`src/keystroke_line_editor_top_defines.svh`:
```
// Assertion macros for the keystroke line editor.
`ifndef KEYSTROKE_LINE_EDITOR_TOP_DEFINES_SVH
`define KEYSTROKE_LINE_EDITOR_TOP_DEFINES_SVH
`ifndef SYNTHESIS
`define KLE_ASSERT(lbl, prop, msg) \
    lbl: assert property (@(posedge aclk) disable iff (!aresetn) prop) else $error(msg);
`define KLE_ASSERT_ALWAYS(lbl, prop, msg) \
    lbl: assert property (@(posedge aclk) prop) else $error(msg);
`else
`define KLE_ASSERT(lbl, prop, msg)
`define KLE_ASSERT_ALWAYS(lbl, prop, msg)
`endif
`endif

```
`src/kle_pkg.sv`:
```
// Shared types and key codes of the keystroke line editor.
package kle_pkg;

    localparam int KEY_W  = 8;
    localparam int POS_W  = 7;
    localparam int KEYS_W = 26;
    localparam int KIND_W = 2;

    localparam logic [KEY_W-1:0] KEY_NEWLINE   = 8'h0A;
    localparam logic [KEY_W-1:0] KEY_TAB       = 8'h09;
    localparam logic [KEY_W-1:0] KEY_DEL       = 8'h7F;
    localparam logic [KEY_W-1:0] KEY_ESC       = 8'h1B;
    localparam logic [KEY_W-1:0] KEY_FWD       = 8'h06;
    localparam logic [KEY_W-1:0] KEY_BACK      = 8'h02;
    localparam logic [KEY_W-1:0] KEY_HOME      = 8'h01;
    localparam logic [KEY_W-1:0] KEY_END       = 8'h05;
    localparam logic [KEY_W-1:0] KEY_LAST_CTRL = 8'd26;
    localparam logic [KEY_W-1:0] KEY_BRACKET   = 8'h5B;
    localparam logic [KEY_W-1:0] CMD_OFFSET    = 8'd96;

    typedef enum logic [KIND_W-1:0] {
        EV_LINE_CHANGED   = 2'd0,
        EV_LINE_COMMITTED = 2'd1,
        EV_CURSOR_MOVED   = 2'd2,
        EV_COMMAND        = 2'd3
    } event_kind_t;

    typedef enum logic [1:0] {
        ESC_NONE = 2'd0,
        ESC_SEEN = 2'd1,
        ESC_CSI  = 2'd2
    } esc_phase_t;

    typedef enum logic [2:0] {
        ACT_NONE,
        ACT_COMMIT,
        ACT_DELETE,
        ACT_INSERT,
        ACT_CURSOR,
        ACT_COMMAND
    } action_t;

    typedef enum logic [2:0] {
        S_IDLE,
        S_DECODE,
        S_SHIFT,
        S_PUT,
        S_EMIT_RD,
        S_EMIT_LD,
        S_SINGLE
    } state_t;

    typedef struct packed {
        event_kind_t        kind;
        logic [KEY_W-1:0]   char_out;
        logic               char_valid;
        logic [POS_W-1:0]   caret_pos;
        logic               last_of_run;
    } result_t;

endpackage

```
`src/keystroke_line_editor_top.sv`:
```
// Top level of the keystroke line editor.
// One keystroke byte is taken per item; the block then works on it alone and
// takes the next byte once all its result items are handed to the output
// register. Swallowed escape bytes, unregistered keys and ignored edits give
// no item; cursor and command keys give one. Newline sends the line out one
// character a cycle from the line store's read port while the output register
// is free, or one empty item for an empty line. Insert and delete first shift
// the characters behind the cursor one place through the store, one read and
// one write a cycle, then send the line out, or one empty item when a delete
// empties it. The register write channel is always ready.
module keystroke_line_editor_top
    import kle_pkg::*;
#(
    parameter int LINE_CAPACITY = 64
) (
    input  logic              aclk,
    input  logic              aresetn,
    input  logic              s_tvalid,
    output logic              s_tready,
    input  logic [7:0]        s_tdata,   // key_byte[7:0]
    output logic              m_tvalid,
    input  logic              m_tready,
    output logic [15:0]       m_tdata,   // char_out[7:0], char_valid[8], caret_pos[15:9]
    output logic [KIND_W-1:0] m_tuser,   // event_kind[1:0]
    output logic              m_tlast,
    input  logic              cfg_valid,
    output logic              cfg_ready,
    input  logic [KEYS_W-1:0] cfg_data
);

    localparam int ADDR_W = (LINE_CAPACITY > 1) ? $clog2(LINE_CAPACITY) : 1;

    logic [KEYS_W-1:0] keys_reg;
    logic              wr_en;
    logic [ADDR_W-1:0] wr_addr;
    logic [KEY_W-1:0]  wr_data;
    logic              rd_en;
    logic [ADDR_W-1:0] rd_addr;
    logic [KEY_W-1:0]  rd_data;
    logic              out_free;
    logic              out_load;
    result_t           out_res;

    assign cfg_ready = 1'b1;

    always_ff @(posedge aclk) begin
        if (!aresetn) begin
            keys_reg <= '0;
        end else if (cfg_valid) begin
            keys_reg <= cfg_data;
        end
    end

    kle_ctrl #(
        .LINE_CAPACITY (LINE_CAPACITY),
        .ADDR_W        (ADDR_W)
    ) u_ctrl (
        .aclk     (aclk),
        .aresetn  (aresetn),
        .s_tvalid (s_tvalid),
        .s_tready (s_tready),
        .key_byte (s_tdata),
        .keys_i   (keys_reg),
        .wr_en    (wr_en),
        .wr_addr  (wr_addr),
        .wr_data  (wr_data),
        .rd_en    (rd_en),
        .rd_addr  (rd_addr),
        .rd_data  (rd_data),
        .out_free (out_free),
        .out_load (out_load),
        .out_res  (out_res)
    );

    kle_line_mem #(
        .DEPTH  (LINE_CAPACITY),
        .ADDR_W (ADDR_W)
    ) u_mem (
        .aclk    (aclk),
        .wr_en   (wr_en),
        .wr_addr (wr_addr),
        .wr_data (wr_data),
        .rd_en   (rd_en),
        .rd_addr (rd_addr),
        .rd_data (rd_data)
    );

    kle_out_stage u_out (
        .aclk     (aclk),
        .aresetn  (aresetn),
        .load_i   (out_load),
        .res_i    (out_res),
        .free_o   (out_free),
        .m_tvalid (m_tvalid),
        .m_tready (m_tready),
        .m_tdata  (m_tdata),
        .m_tuser  (m_tuser),
        .m_tlast  (m_tlast)
    );

endmodule

```
`src/kle_line_mem.sv`:
```
// Line character store: one write port, one registered read port.
module kle_line_mem
    import kle_pkg::*;
#(
    parameter int DEPTH  = 64,
    parameter int ADDR_W = 6
) (
    input  logic              aclk,
    input  logic              wr_en,
    input  logic [ADDR_W-1:0] wr_addr,
    input  logic [KEY_W-1:0]  wr_data,
    input  logic              rd_en,
    input  logic [ADDR_W-1:0] rd_addr,
    output logic [KEY_W-1:0]  rd_data
);

    logic [KEY_W-1:0] mem [DEPTH];
    logic [KEY_W-1:0] rd_data_reg;

    always_ff @(posedge aclk) begin
        if (wr_en) begin
            mem[wr_addr] <= wr_data;
        end
    end

    always_ff @(posedge aclk) begin
        if (rd_en) begin
            rd_data_reg <= mem[rd_addr];
        end
    end

    assign rd_data = rd_data_reg;

endmodule

```
`src/kle_out_stage.sv`:
```
// Result output register of the keystroke line editor.
`include "keystroke_line_editor_top_defines.svh"
module kle_out_stage
    import kle_pkg::*;
(
    input  logic              aclk,
    input  logic              aresetn,
    input  logic              load_i,
    input  result_t           res_i,
    output logic              free_o,
    output logic              m_tvalid,
    input  logic              m_tready,
    output logic [15:0]       m_tdata,  // char_out[7:0], char_valid[8], caret_pos[15:9]
    output logic [KIND_W-1:0] m_tuser,  // event_kind[1:0]
    output logic              m_tlast
);

    logic    valid_reg, valid_next;
    result_t res_reg;

    assign free_o = !valid_reg || m_tready;

    always_comb begin
        valid_next = valid_reg;
        if (load_i) begin
            valid_next = 1'b1;
        end else if (m_tready) begin
            valid_next = 1'b0;
        end
    end

    always_ff @(posedge aclk) begin
        if (!aresetn) begin
            valid_reg <= 1'b0;
        end else begin
            valid_reg <= valid_next;
        end
    end

    always_ff @(posedge aclk) begin
        if (load_i) begin
            res_reg <= res_i;
        end
    end

    assign m_tvalid = valid_reg;
    assign m_tdata  = {res_reg.caret_pos, res_reg.char_valid, res_reg.char_out};
    assign m_tuser  = res_reg.kind;
    assign m_tlast  = res_reg.last_of_run;

    `KLE_ASSERT(a_load_when_free, load_i |-> free_o, "item loaded over a pending item")
    `KLE_ASSERT_ALWAYS(a_reset_clears, !aresetn |=> !m_tvalid, "output valid after reset")

endmodule

```
`src/kle_ctrl.sv`:
```
// Keystroke decoder and line edit sequencer around the line store.
`include "keystroke_line_editor_top_defines.svh"
module kle_ctrl
    import kle_pkg::*;
#(
    parameter int LINE_CAPACITY = 64,
    parameter int ADDR_W        = 6
) (
    input  logic              aclk,
    input  logic              aresetn,
    input  logic              s_tvalid,
    output logic              s_tready,
    input  logic [KEY_W-1:0]  key_byte,
    input  logic [KEYS_W-1:0] keys_i,
    output logic              wr_en,
    output logic [ADDR_W-1:0] wr_addr,
    output logic [KEY_W-1:0]  wr_data,
    output logic              rd_en,
    output logic [ADDR_W-1:0] rd_addr,
    input  logic [KEY_W-1:0]  rd_data,
    input  logic              out_free,
    output logic              out_load,
    output result_t           out_res
);

    localparam logic [POS_W-1:0] CAP = POS_W'(LINE_CAPACITY);
    localparam logic [POS_W-1:0] ONE = POS_W'(1);

    state_t               state_reg, state_next;
    esc_phase_t           esc_reg, esc_next;
    event_kind_t          kind_reg, kind_next;
    logic [KEY_W-1:0]     key_reg, key_next;
    logic [KEY_W-1:0]     char_reg, char_next;
    logic                 cvalid_reg, cvalid_next;
    logic [POS_W-1:0]     len_reg, len_next;
    logic [POS_W-1:0]     cur_reg, cur_next;
    logic [POS_W-1:0]     pos_reg, pos_next;
    logic [POS_W-1:0]     cnt_reg, cnt_next;
    logic [POS_W-1:0]     src_reg, src_next;
    logic [POS_W-1:0]     dst_reg, dst_next;
    logic [POS_W-1:0]     put_reg, put_next;
    logic [POS_W-1:0]     elen_reg, elen_next;
    logic [POS_W-1:0]     eidx_reg, eidx_next;
    logic                 up_reg, up_next;
    logic                 pend_reg, pend_next;

    action_t              action;
    logic                 is_ctrl;
    logic [4:0]           ctrl_bit;
    logic [POS_W-1:0]     cur_move;
    logic [POS_W-1:0]     rd_addr_full;
    logic                 emit_last;

    assign is_ctrl   = (key_reg != '0) && (key_reg <= KEY_LAST_CTRL);
    assign ctrl_bit  = key_reg[4:0] - 5'd1;
    assign emit_last = (eidx_reg + ONE) == elen_reg;

    always_comb begin
        action = ACT_NONE;
        if (esc_reg == ESC_NONE) begin
            unique case (key_reg) inside
                KEY_NEWLINE: action = ACT_COMMIT;
                KEY_TAB, KEY_DEL: begin
                    if (cur_reg != '0 && len_reg != '0) begin
                        action = ACT_DELETE;
                    end
                end
                KEY_ESC: action = ACT_NONE;
                KEY_FWD, KEY_BACK, KEY_HOME, KEY_END: action = ACT_CURSOR;
                default: begin
                    if (is_ctrl) begin
                        if (keys_i[ctrl_bit]) begin
                            action = ACT_COMMAND;
                        end
                    end else if (len_reg < CAP) begin
                        action = ACT_INSERT;
                    end
                end
            endcase
        end
    end

    always_comb begin
        cur_move = cur_reg;
        unique case (key_reg) inside
            KEY_FWD:  if (cur_reg < len_reg) cur_move = cur_reg + ONE;
            KEY_BACK: if (cur_reg != '0) cur_move = cur_reg - ONE;
            KEY_HOME: cur_move = '0;
            KEY_END:  cur_move = len_reg;
            default:  cur_move = cur_reg;
        endcase
    end

    always_comb begin
        state_next = state_reg;
        unique case (state_reg)
            S_IDLE: begin
                if (s_tvalid) state_next = S_DECODE;
            end
            S_DECODE: begin
                unique case (action)
                    ACT_COMMIT:               state_next = S_EMIT_RD;
                    ACT_DELETE, ACT_INSERT:   state_next = S_SHIFT;
                    ACT_CURSOR, ACT_COMMAND:  state_next = S_SINGLE;
                    default:                  state_next = S_IDLE;
                endcase
            end
            S_SHIFT: begin
                if (cnt_reg == '0) state_next = up_reg ? S_PUT : S_EMIT_RD;
            end
            S_PUT:     state_next = S_EMIT_RD;
            S_EMIT_RD: state_next = (elen_reg == '0) ? S_SINGLE : S_EMIT_LD;
            S_EMIT_LD: begin
                if (out_free && emit_last) state_next = S_IDLE;
            end
            S_SINGLE: begin
                if (out_free) state_next = S_IDLE;
            end
            default:   state_next = S_IDLE;
        endcase
    end

    always_comb begin
        esc_next     = esc_reg;
        kind_next    = kind_reg;
        key_next     = key_reg;
        char_next    = char_reg;
        cvalid_next  = cvalid_reg;
        len_next     = len_reg;
        cur_next     = cur_reg;
        pos_next     = pos_reg;
        cnt_next     = cnt_reg;
        src_next     = src_reg;
        dst_next     = dst_reg;
        put_next     = put_reg;
        elen_next    = elen_reg;
        eidx_next    = eidx_reg;
        up_next      = up_reg;
        pend_next    = 1'b0;
        rd_en        = 1'b0;
        rd_addr_full = src_reg;
        out_load     = 1'b0;
        out_res      = '{kind: kind_reg, char_out: char_reg, char_valid: cvalid_reg,
                         caret_pos: pos_reg, last_of_run: 1'b1};

        unique case (state_reg)
            S_IDLE: begin
                if (s_tvalid) key_next = key_byte;
            end
            S_DECODE: begin
                unique case (esc_reg)
                    ESC_SEEN: esc_next = (key_reg == KEY_BRACKET) ? ESC_CSI : ESC_NONE;
                    ESC_CSI:  esc_next = ESC_NONE;
                    default: begin
                        if (key_reg == KEY_ESC) esc_next = ESC_SEEN;
                    end
                endcase
                unique case (action)
                    ACT_COMMIT: begin
                        kind_next = EV_LINE_COMMITTED;
                        elen_next = len_reg;
                        pos_next  = '0;
                        len_next  = '0;
                        cur_next  = '0;
                    end
                    ACT_DELETE: begin
                        kind_next = EV_LINE_CHANGED;
                        cnt_next  = len_reg - cur_reg;
                        src_next  = cur_reg;
                        up_next   = 1'b0;
                        len_next  = len_reg - ONE;
                        cur_next  = cur_reg - ONE;
                        pos_next  = cur_reg - ONE;
                        elen_next = len_reg - ONE;
                    end
                    ACT_INSERT: begin
                        kind_next = EV_LINE_CHANGED;
                        cnt_next  = len_reg - cur_reg;
                        src_next  = len_reg - ONE;
                        up_next   = 1'b1;
                        put_next  = cur_reg;
                        len_next  = len_reg + ONE;
                        cur_next  = cur_reg + ONE;
                        pos_next  = cur_reg + ONE;
                        elen_next = len_reg + ONE;
                    end
                    ACT_CURSOR: begin
                        kind_next   = EV_CURSOR_MOVED;
                        char_next   = '0;
                        cvalid_next = 1'b0;
                        cur_next    = cur_move;
                        pos_next    = cur_move;
                    end
                    ACT_COMMAND: begin
                        kind_next   = EV_COMMAND;
                        char_next   = key_reg + CMD_OFFSET;
                        cvalid_next = 1'b1;
                        pos_next    = cur_reg;
                    end
                    default: ;
                endcase
            end
            S_SHIFT: begin
                if (cnt_reg != '0) begin
                    rd_en     = 1'b1;
                    pend_next = 1'b1;
                    dst_next  = up_reg ? src_reg + ONE : src_reg - ONE;
                    src_next  = up_reg ? src_reg - ONE : src_reg + ONE;
                    cnt_next  = cnt_reg - ONE;
                end
            end
            S_EMIT_RD: begin
                if (elen_reg == '0) begin
                    char_next   = '0;
                    cvalid_next = 1'b0;
                end else begin
                    rd_en        = 1'b1;
                    rd_addr_full = '0;
                    eidx_next    = '0;
                end
            end
            S_EMIT_LD: begin
                out_res.char_out    = rd_data;
                out_res.char_valid  = 1'b1;
                out_res.last_of_run = emit_last;
                if (out_free) begin
                    out_load = 1'b1;
                    if (!emit_last) begin
                        rd_en        = 1'b1;
                        rd_addr_full = eidx_reg + ONE;
                        eidx_next    = eidx_reg + ONE;
                    end
                end
            end
            S_SINGLE: begin
                out_load = out_free;
            end
            default: ;
        endcase
    end

    always_comb begin
        wr_en   = 1'b0;
        wr_addr = dst_reg[ADDR_W-1:0];
        wr_data = rd_data;
        if (pend_reg) begin
            wr_en = 1'b1;
        end else if (state_reg == S_PUT) begin
            wr_en   = 1'b1;
            wr_addr = put_reg[ADDR_W-1:0];
            wr_data = key_reg;
        end
    end

    assign rd_addr  = rd_addr_full[ADDR_W-1:0];
    assign s_tready = (state_reg == S_IDLE);

    always_ff @(posedge aclk) begin
        if (!aresetn) begin
            state_reg <= S_IDLE;
            esc_reg   <= ESC_NONE;
            len_reg   <= '0;
            cur_reg   <= '0;
            pend_reg  <= 1'b0;
        end else begin
            state_reg <= state_next;
            esc_reg   <= esc_next;
            len_reg   <= len_next;
            cur_reg   <= cur_next;
            pend_reg  <= pend_next;
        end
    end

    always_ff @(posedge aclk) begin
        kind_reg   <= kind_next;
        key_reg    <= key_next;
        char_reg   <= char_next;
        cvalid_reg <= cvalid_next;
        pos_reg    <= pos_next;
        cnt_reg    <= cnt_next;
        src_reg    <= src_next;
        dst_reg    <= dst_next;
        put_reg    <= put_next;
        elen_reg   <= elen_next;
        eidx_reg   <= eidx_next;
        up_reg     <= up_next;
    end

    `KLE_ASSERT(a_no_rw_overlap, rd_en && wr_en |-> rd_addr != wr_addr, "read and write hit one entry")
    `KLE_ASSERT(a_line_bounds, cur_reg <= len_reg && len_reg <= CAP, "cursor or length out of range")
    `KLE_ASSERT(a_emit_in_line, state_reg == S_EMIT_LD |-> eidx_reg < elen_reg, "emit past line end")
    `KLE_ASSERT(a_shift_write, pend_reg |-> $past(state_reg) == S_SHIFT, "stray shift write")

endmodule

```
`config.mk`:
```
export PLATFORM = sky130hd
export DESIGN_NAME = keystroke_line_editor_top
export DESIGN_NICKNAME = d
export VERILOG_FILES = /design/src/kle_pkg.sv /design/src/keystroke_line_editor_top.sv /design/src/kle_line_mem.sv /design/src/kle_out_stage.sv /design/src/kle_ctrl.sv
export VERILOG_INCLUDE_DIRS = /design/src /design/src/src
export SDC_FILE = /design/constraint.sdc
export NUM_CORES = 1
export LEC_CHECK = 0
export ABC_AREA = 1
export BUFFER_PORTS_ARGS = -buffer_cell sky130_fd_sc_hd__buf_2
export CELL_PAD_IN_SITES_DETAIL_PLACEMENT = 0
export CELL_PAD_IN_SITES_GLOBAL_PLACEMENT = 1
export CORE_MARGIN = 4
export CORE_UTILIZATION = 40
export CTS_CLUSTER_SIZE = 14
export DETAILED_ROUTE_END_ITERATION = 16
export PLACE_DENSITY = 0.62
export SYNTH_ARGS = -nofsm -noshare
export SYNTH_HDL_FRONTEND = slang
export SYNTH_SLANG_ARGS = --single-unit
export TNS_END_PERCENT = 20
```
`constraint.sdc`:
```
create_clock -name aclk -period 6.59 [get_ports aclk]
set_input_delay 0.9885 -clock aclk [delete_from_list [all_inputs] [get_ports aclk]]
set_output_delay 0.9885 -clock aclk [all_outputs]
set_load 0.05 [all_outputs]
```
==> results.sh <==
export IMPL_hold_buffers=0
export IMPL_ir_worst_vdd_v=0.0005181
export IMPL_worst_slew_pin_slew_ns=1.324
export IMPL_synth_edf_count=605
export IMPL_yosysTopAreaCell="edfxtp_1"
export IMPL_netSwitchingPower_mw=7.016
export IMPL_crit_path_end_kind="flip-flop"
export IMPL_yosys_top_cells_area="edfxtp_1 (60%), nand2_1 (10%), nand3_1 (9.9%), inv_1 (3.4%), dfxtp_1 (3.1%)"
export IMPL_portBuffers=59
export IMPL_initial_core_util=0.4040
export IMPL_hpwl_mm=52.01
export IMPL_crit_slowest_cell="nand2_8"
export IMPL_worstHoldPathType="reg2reg"
export IMPL_synth_top_area_frac=0.6030
export IMPL_setup_tns_ns=0
export IMPL_hp_start="u_ctrl.pos_reg[6]"
export IMPL_fillers=7083
export IMPL_cts_buffer_depth=3
export IMPL_wl_per_cell_um=21.42
export IMPL_intPower_mw=9.468
export IMPL_antenna_left=0
export IMPL_max_slew_margin_rel=0.1122
export IMPL_tritoncts="yes"
export IMPL_drcViolationCount=0
export IMPL_diodes=0
export IMPL_critPathLaunchType="flip-flop"
export IMPL_timing_fmax_mhz=209.4
export IMPL_p_leak_nw=13.14
export IMPL_hold_violations=0
export IMPL_crit_chain="ha_1 -> nand2_1 -> nor2_2 -> nand2_1 -> nand2_1 -> nand2_1 -> nand2_1 -> nand2_1 -> nor2_4 -> nand2_2 -> nand2_4 -> nand2_2 -> nand2_8 -> nand2_8 -> buf_12 -> nand2_1 -> nand2_1 -> nand2_1 -> nand3_1 -> nand3_1 -> nand3_1 -> nand3_1 -> nand2_1"
export IMPL_worstPathRequired_ns=6.96
export IMPL_syn_nets=3096
export IMPL_fin_crit_sh=0.7245
export IMPL_path_common_cell="nand2_1"
export IMPL_antenna_found_initial=0
export IMPL_area_growth_pct=11.15
export IMPL_num_vias=21320
export IMPL_htreeDepth=3
export IMPL_vias_per_cell=5.261
export IMPL_ioPinCount=61
export IMPL_crit_type="reg2reg"
export IMPL_layout_cells_non_filler=4053
export IMPL_multi_input_area_um2=9280
export IMPL_pwr_share_seq=0.344
export IMPL_clock_power_share=0.237
export IMPL_hold_path_end="u_out.m_tdata[15]"
export IMPL_coreArea_um2=74570
export IMPL_fin_worst_skew_ns=0.02620
export IMPL_ys_ff_latch=652
export IMPL_routed_wl_mm=86.83
export IMPL_slew_violations=0
export IMPL_yosys_warnings=0
export IMPL_post_cts_resized=0
export IMPL_dp_cells=3922
export IMPL_path_delay_family="simple AND/OR/NAND/NOR gates"
export IMPL_ys_seq_area_frac=0.6343
export IMPL_r2r_end="u_mem.rd_data[3]"
export IMPL_layout_drive_gt1_share=0.07912
export IMPL_drv_cap=0
export IMPL_setup_viol=0
export IMPL_whs_path_depth=0
export IMPL_synth_async_reset_ratio=0
export IMPL_gr_total_overflow=0
export IMPL_clkSlewWorstSetupHoldPaths_ns=0.06
export IMPL_rsz0062_at_grt="false"
export IMPL_fin_nets=3090
export IMPL_synth_ff_type="edfxtp_1"
export IMPL_clock_latency_ns=0.62
export IMPL_yosysUniqueCellTypes=48
export IMPL_dr_pass1_iters=5
export IMPL_gp_congestion=0.8395
export IMPL_largest_reg_flops=512
export IMPL_slowest_delay_ns=0.65
export IMPL_synth_area_per_cell_um2=9.930
export IMPL_synth_cell_area_um2=30130
export IMPL_crit_fanout=111
export IMPL_cts_buffers=73
export IMPL_grt_pass1_vias=21080
export IMPL_die_area_um2=79770
export IMPL_combPwrFrac=0.419
export IMPL_powerDensity_nw_per_um2=492.3
export IMPL_postCtsSetupBuffers=0
export IMPL_dieHeight_um=282.4
export IMPL_rows=100
export IMPL_seqCellArea_um2=19110
export IMPL_grt_max_degree=182
export IMPL_min_period_ns=4.775
export IMPL_crit_buf_inv=1
export IMPL_cts_sinks=652
export IMPL_r2r_start="u_ctrl.eidx_reg[0]"
export IMPL_grt_pass1_wl_mm=131.8
export IMPL_grt_usage=0.2162
export IMPL_r2r_cells=23
export IMPL_outcome="complete, no violations"
export IMPL_syn_instance_count=3034
export IMPL_cts_root_buf="clkbuf_16"
export IMPL_drt_iter0_markers=1685
export IMPL_cp_arrival_ns=5.14
export IMPL_regToRegSetupSlack_ns=1.82
export IMPL_die_w_um=282.4
export IMPL_switching_share=0.4257
kinds of logic after synthesis:
logic type                 count (synthesis)  synth area share
AOI/OAI and AO/OA                        173           0.03281
and+or+nand+nor                         1698            0.2495
muxes                                      3         0.0009968
adders and majority gates                 23          0.009801
xor gates and xnor gates                  34          0.009884
buffers and inverters                    450           0.06263
DFF                                      652            0.6343
other                                      1         0.0001245
worst max-delay path by stage:
stage                     cells past startpoint                start                to
final                                        23   u_ctrl.eidx_reg[0]  u_mem.rd_data[3]
after global routing                         23   u_ctrl.eidx_reg[0]  u_mem.rd_data[3]
after CTS                                    23   u_ctrl.eidx_reg[0]  u_mem.rd_data[3]
after detailed placement                     16             m_tready  u_mem.rd_data[3]
after global placement                       16             m_tready  u_mem.rd_data[3]
after floorplan                               8  u_ctrl.state_reg[1]   u_mem.mem[0][0]
synthesized netlist by cell type (7+ instances only):
cell type,instances
ha_1,22
buf_2,80
a21oi_1,42
inv_2,12
inv_1,270
o21ai_0,87
nor3_1,22
a31oi_1,7
o211ai_1,13
clkbuf_1,62
nor2_1,176
nand2_1,806
buf_4,14
xor2_1,29
dfxtp_1,47
nand3_1,598
edfxtp_1,605
nand3b_1,53
or2_2,9
through the flow:
step	setup slack [ns]	util	cell area [um2]	power, mW	hold slack (ns)
after floorplan	1.894	-	30130	10.29	0.4003
after global placement	1.556	0.4188	31230	12.70	0.4111
after detailed placement	1.491	0.4188	31230	12.73	0.4059
after CTS	1.767	0.4490	33490	16.67	0.4242
after global routing	1.430	0.4490	33490	17.51	0.4356
final	1.815	0.4490	33490	16.48	0.4222
cell usage in the layout, fill, tap and decap left out, drive strengths merged, types with 4 or more instances in the layout:
master,instances
dfxtp,47
nand3,604
a31oi,7
clkbuf,94
edfxtp,605
nand2,814
xnor2,5
nor3,23
nor2,183
a21oi,42
o211ai,13
o21bai,4
buf,85
inv,286
clkinv,31
bufinv,4
a22oi,6
xor2,29
nand3b,54
ha,22
o21ai,91
or2,13
routing by layer:
metal  vias up  global-route usage  wire length [um]
met4         0             0.05814              1717
met3        92             0.02856              4012
li1      10290                   -                 -
met5         -                   0                 0
met1     10400              0.2990             38990
met2       539              0.3620             42110
layout make-up:
cell class	instances	share of cell area
timing repair buffer	85	0.01689
clock buffer	94	0.05784
clock inverter	37	0.009453
sequential	652	0.5706
inverter	284	0.03183
tap	969	0.03621
multi-input combinational	1932	0.2771
power groups by stage:
stage	logic [mW]	registers, mW	clock network, mW
after CTS	7.00	5.67	4.00
after global routing	7.64	5.69	4.17
after global placement	6.96	5.75	0
after detailed placement	6.98	5.75	0
after floorplan	4.58	5.71	0
final	6.91	5.67	3.90
Power figures use the tool's default switching activity.
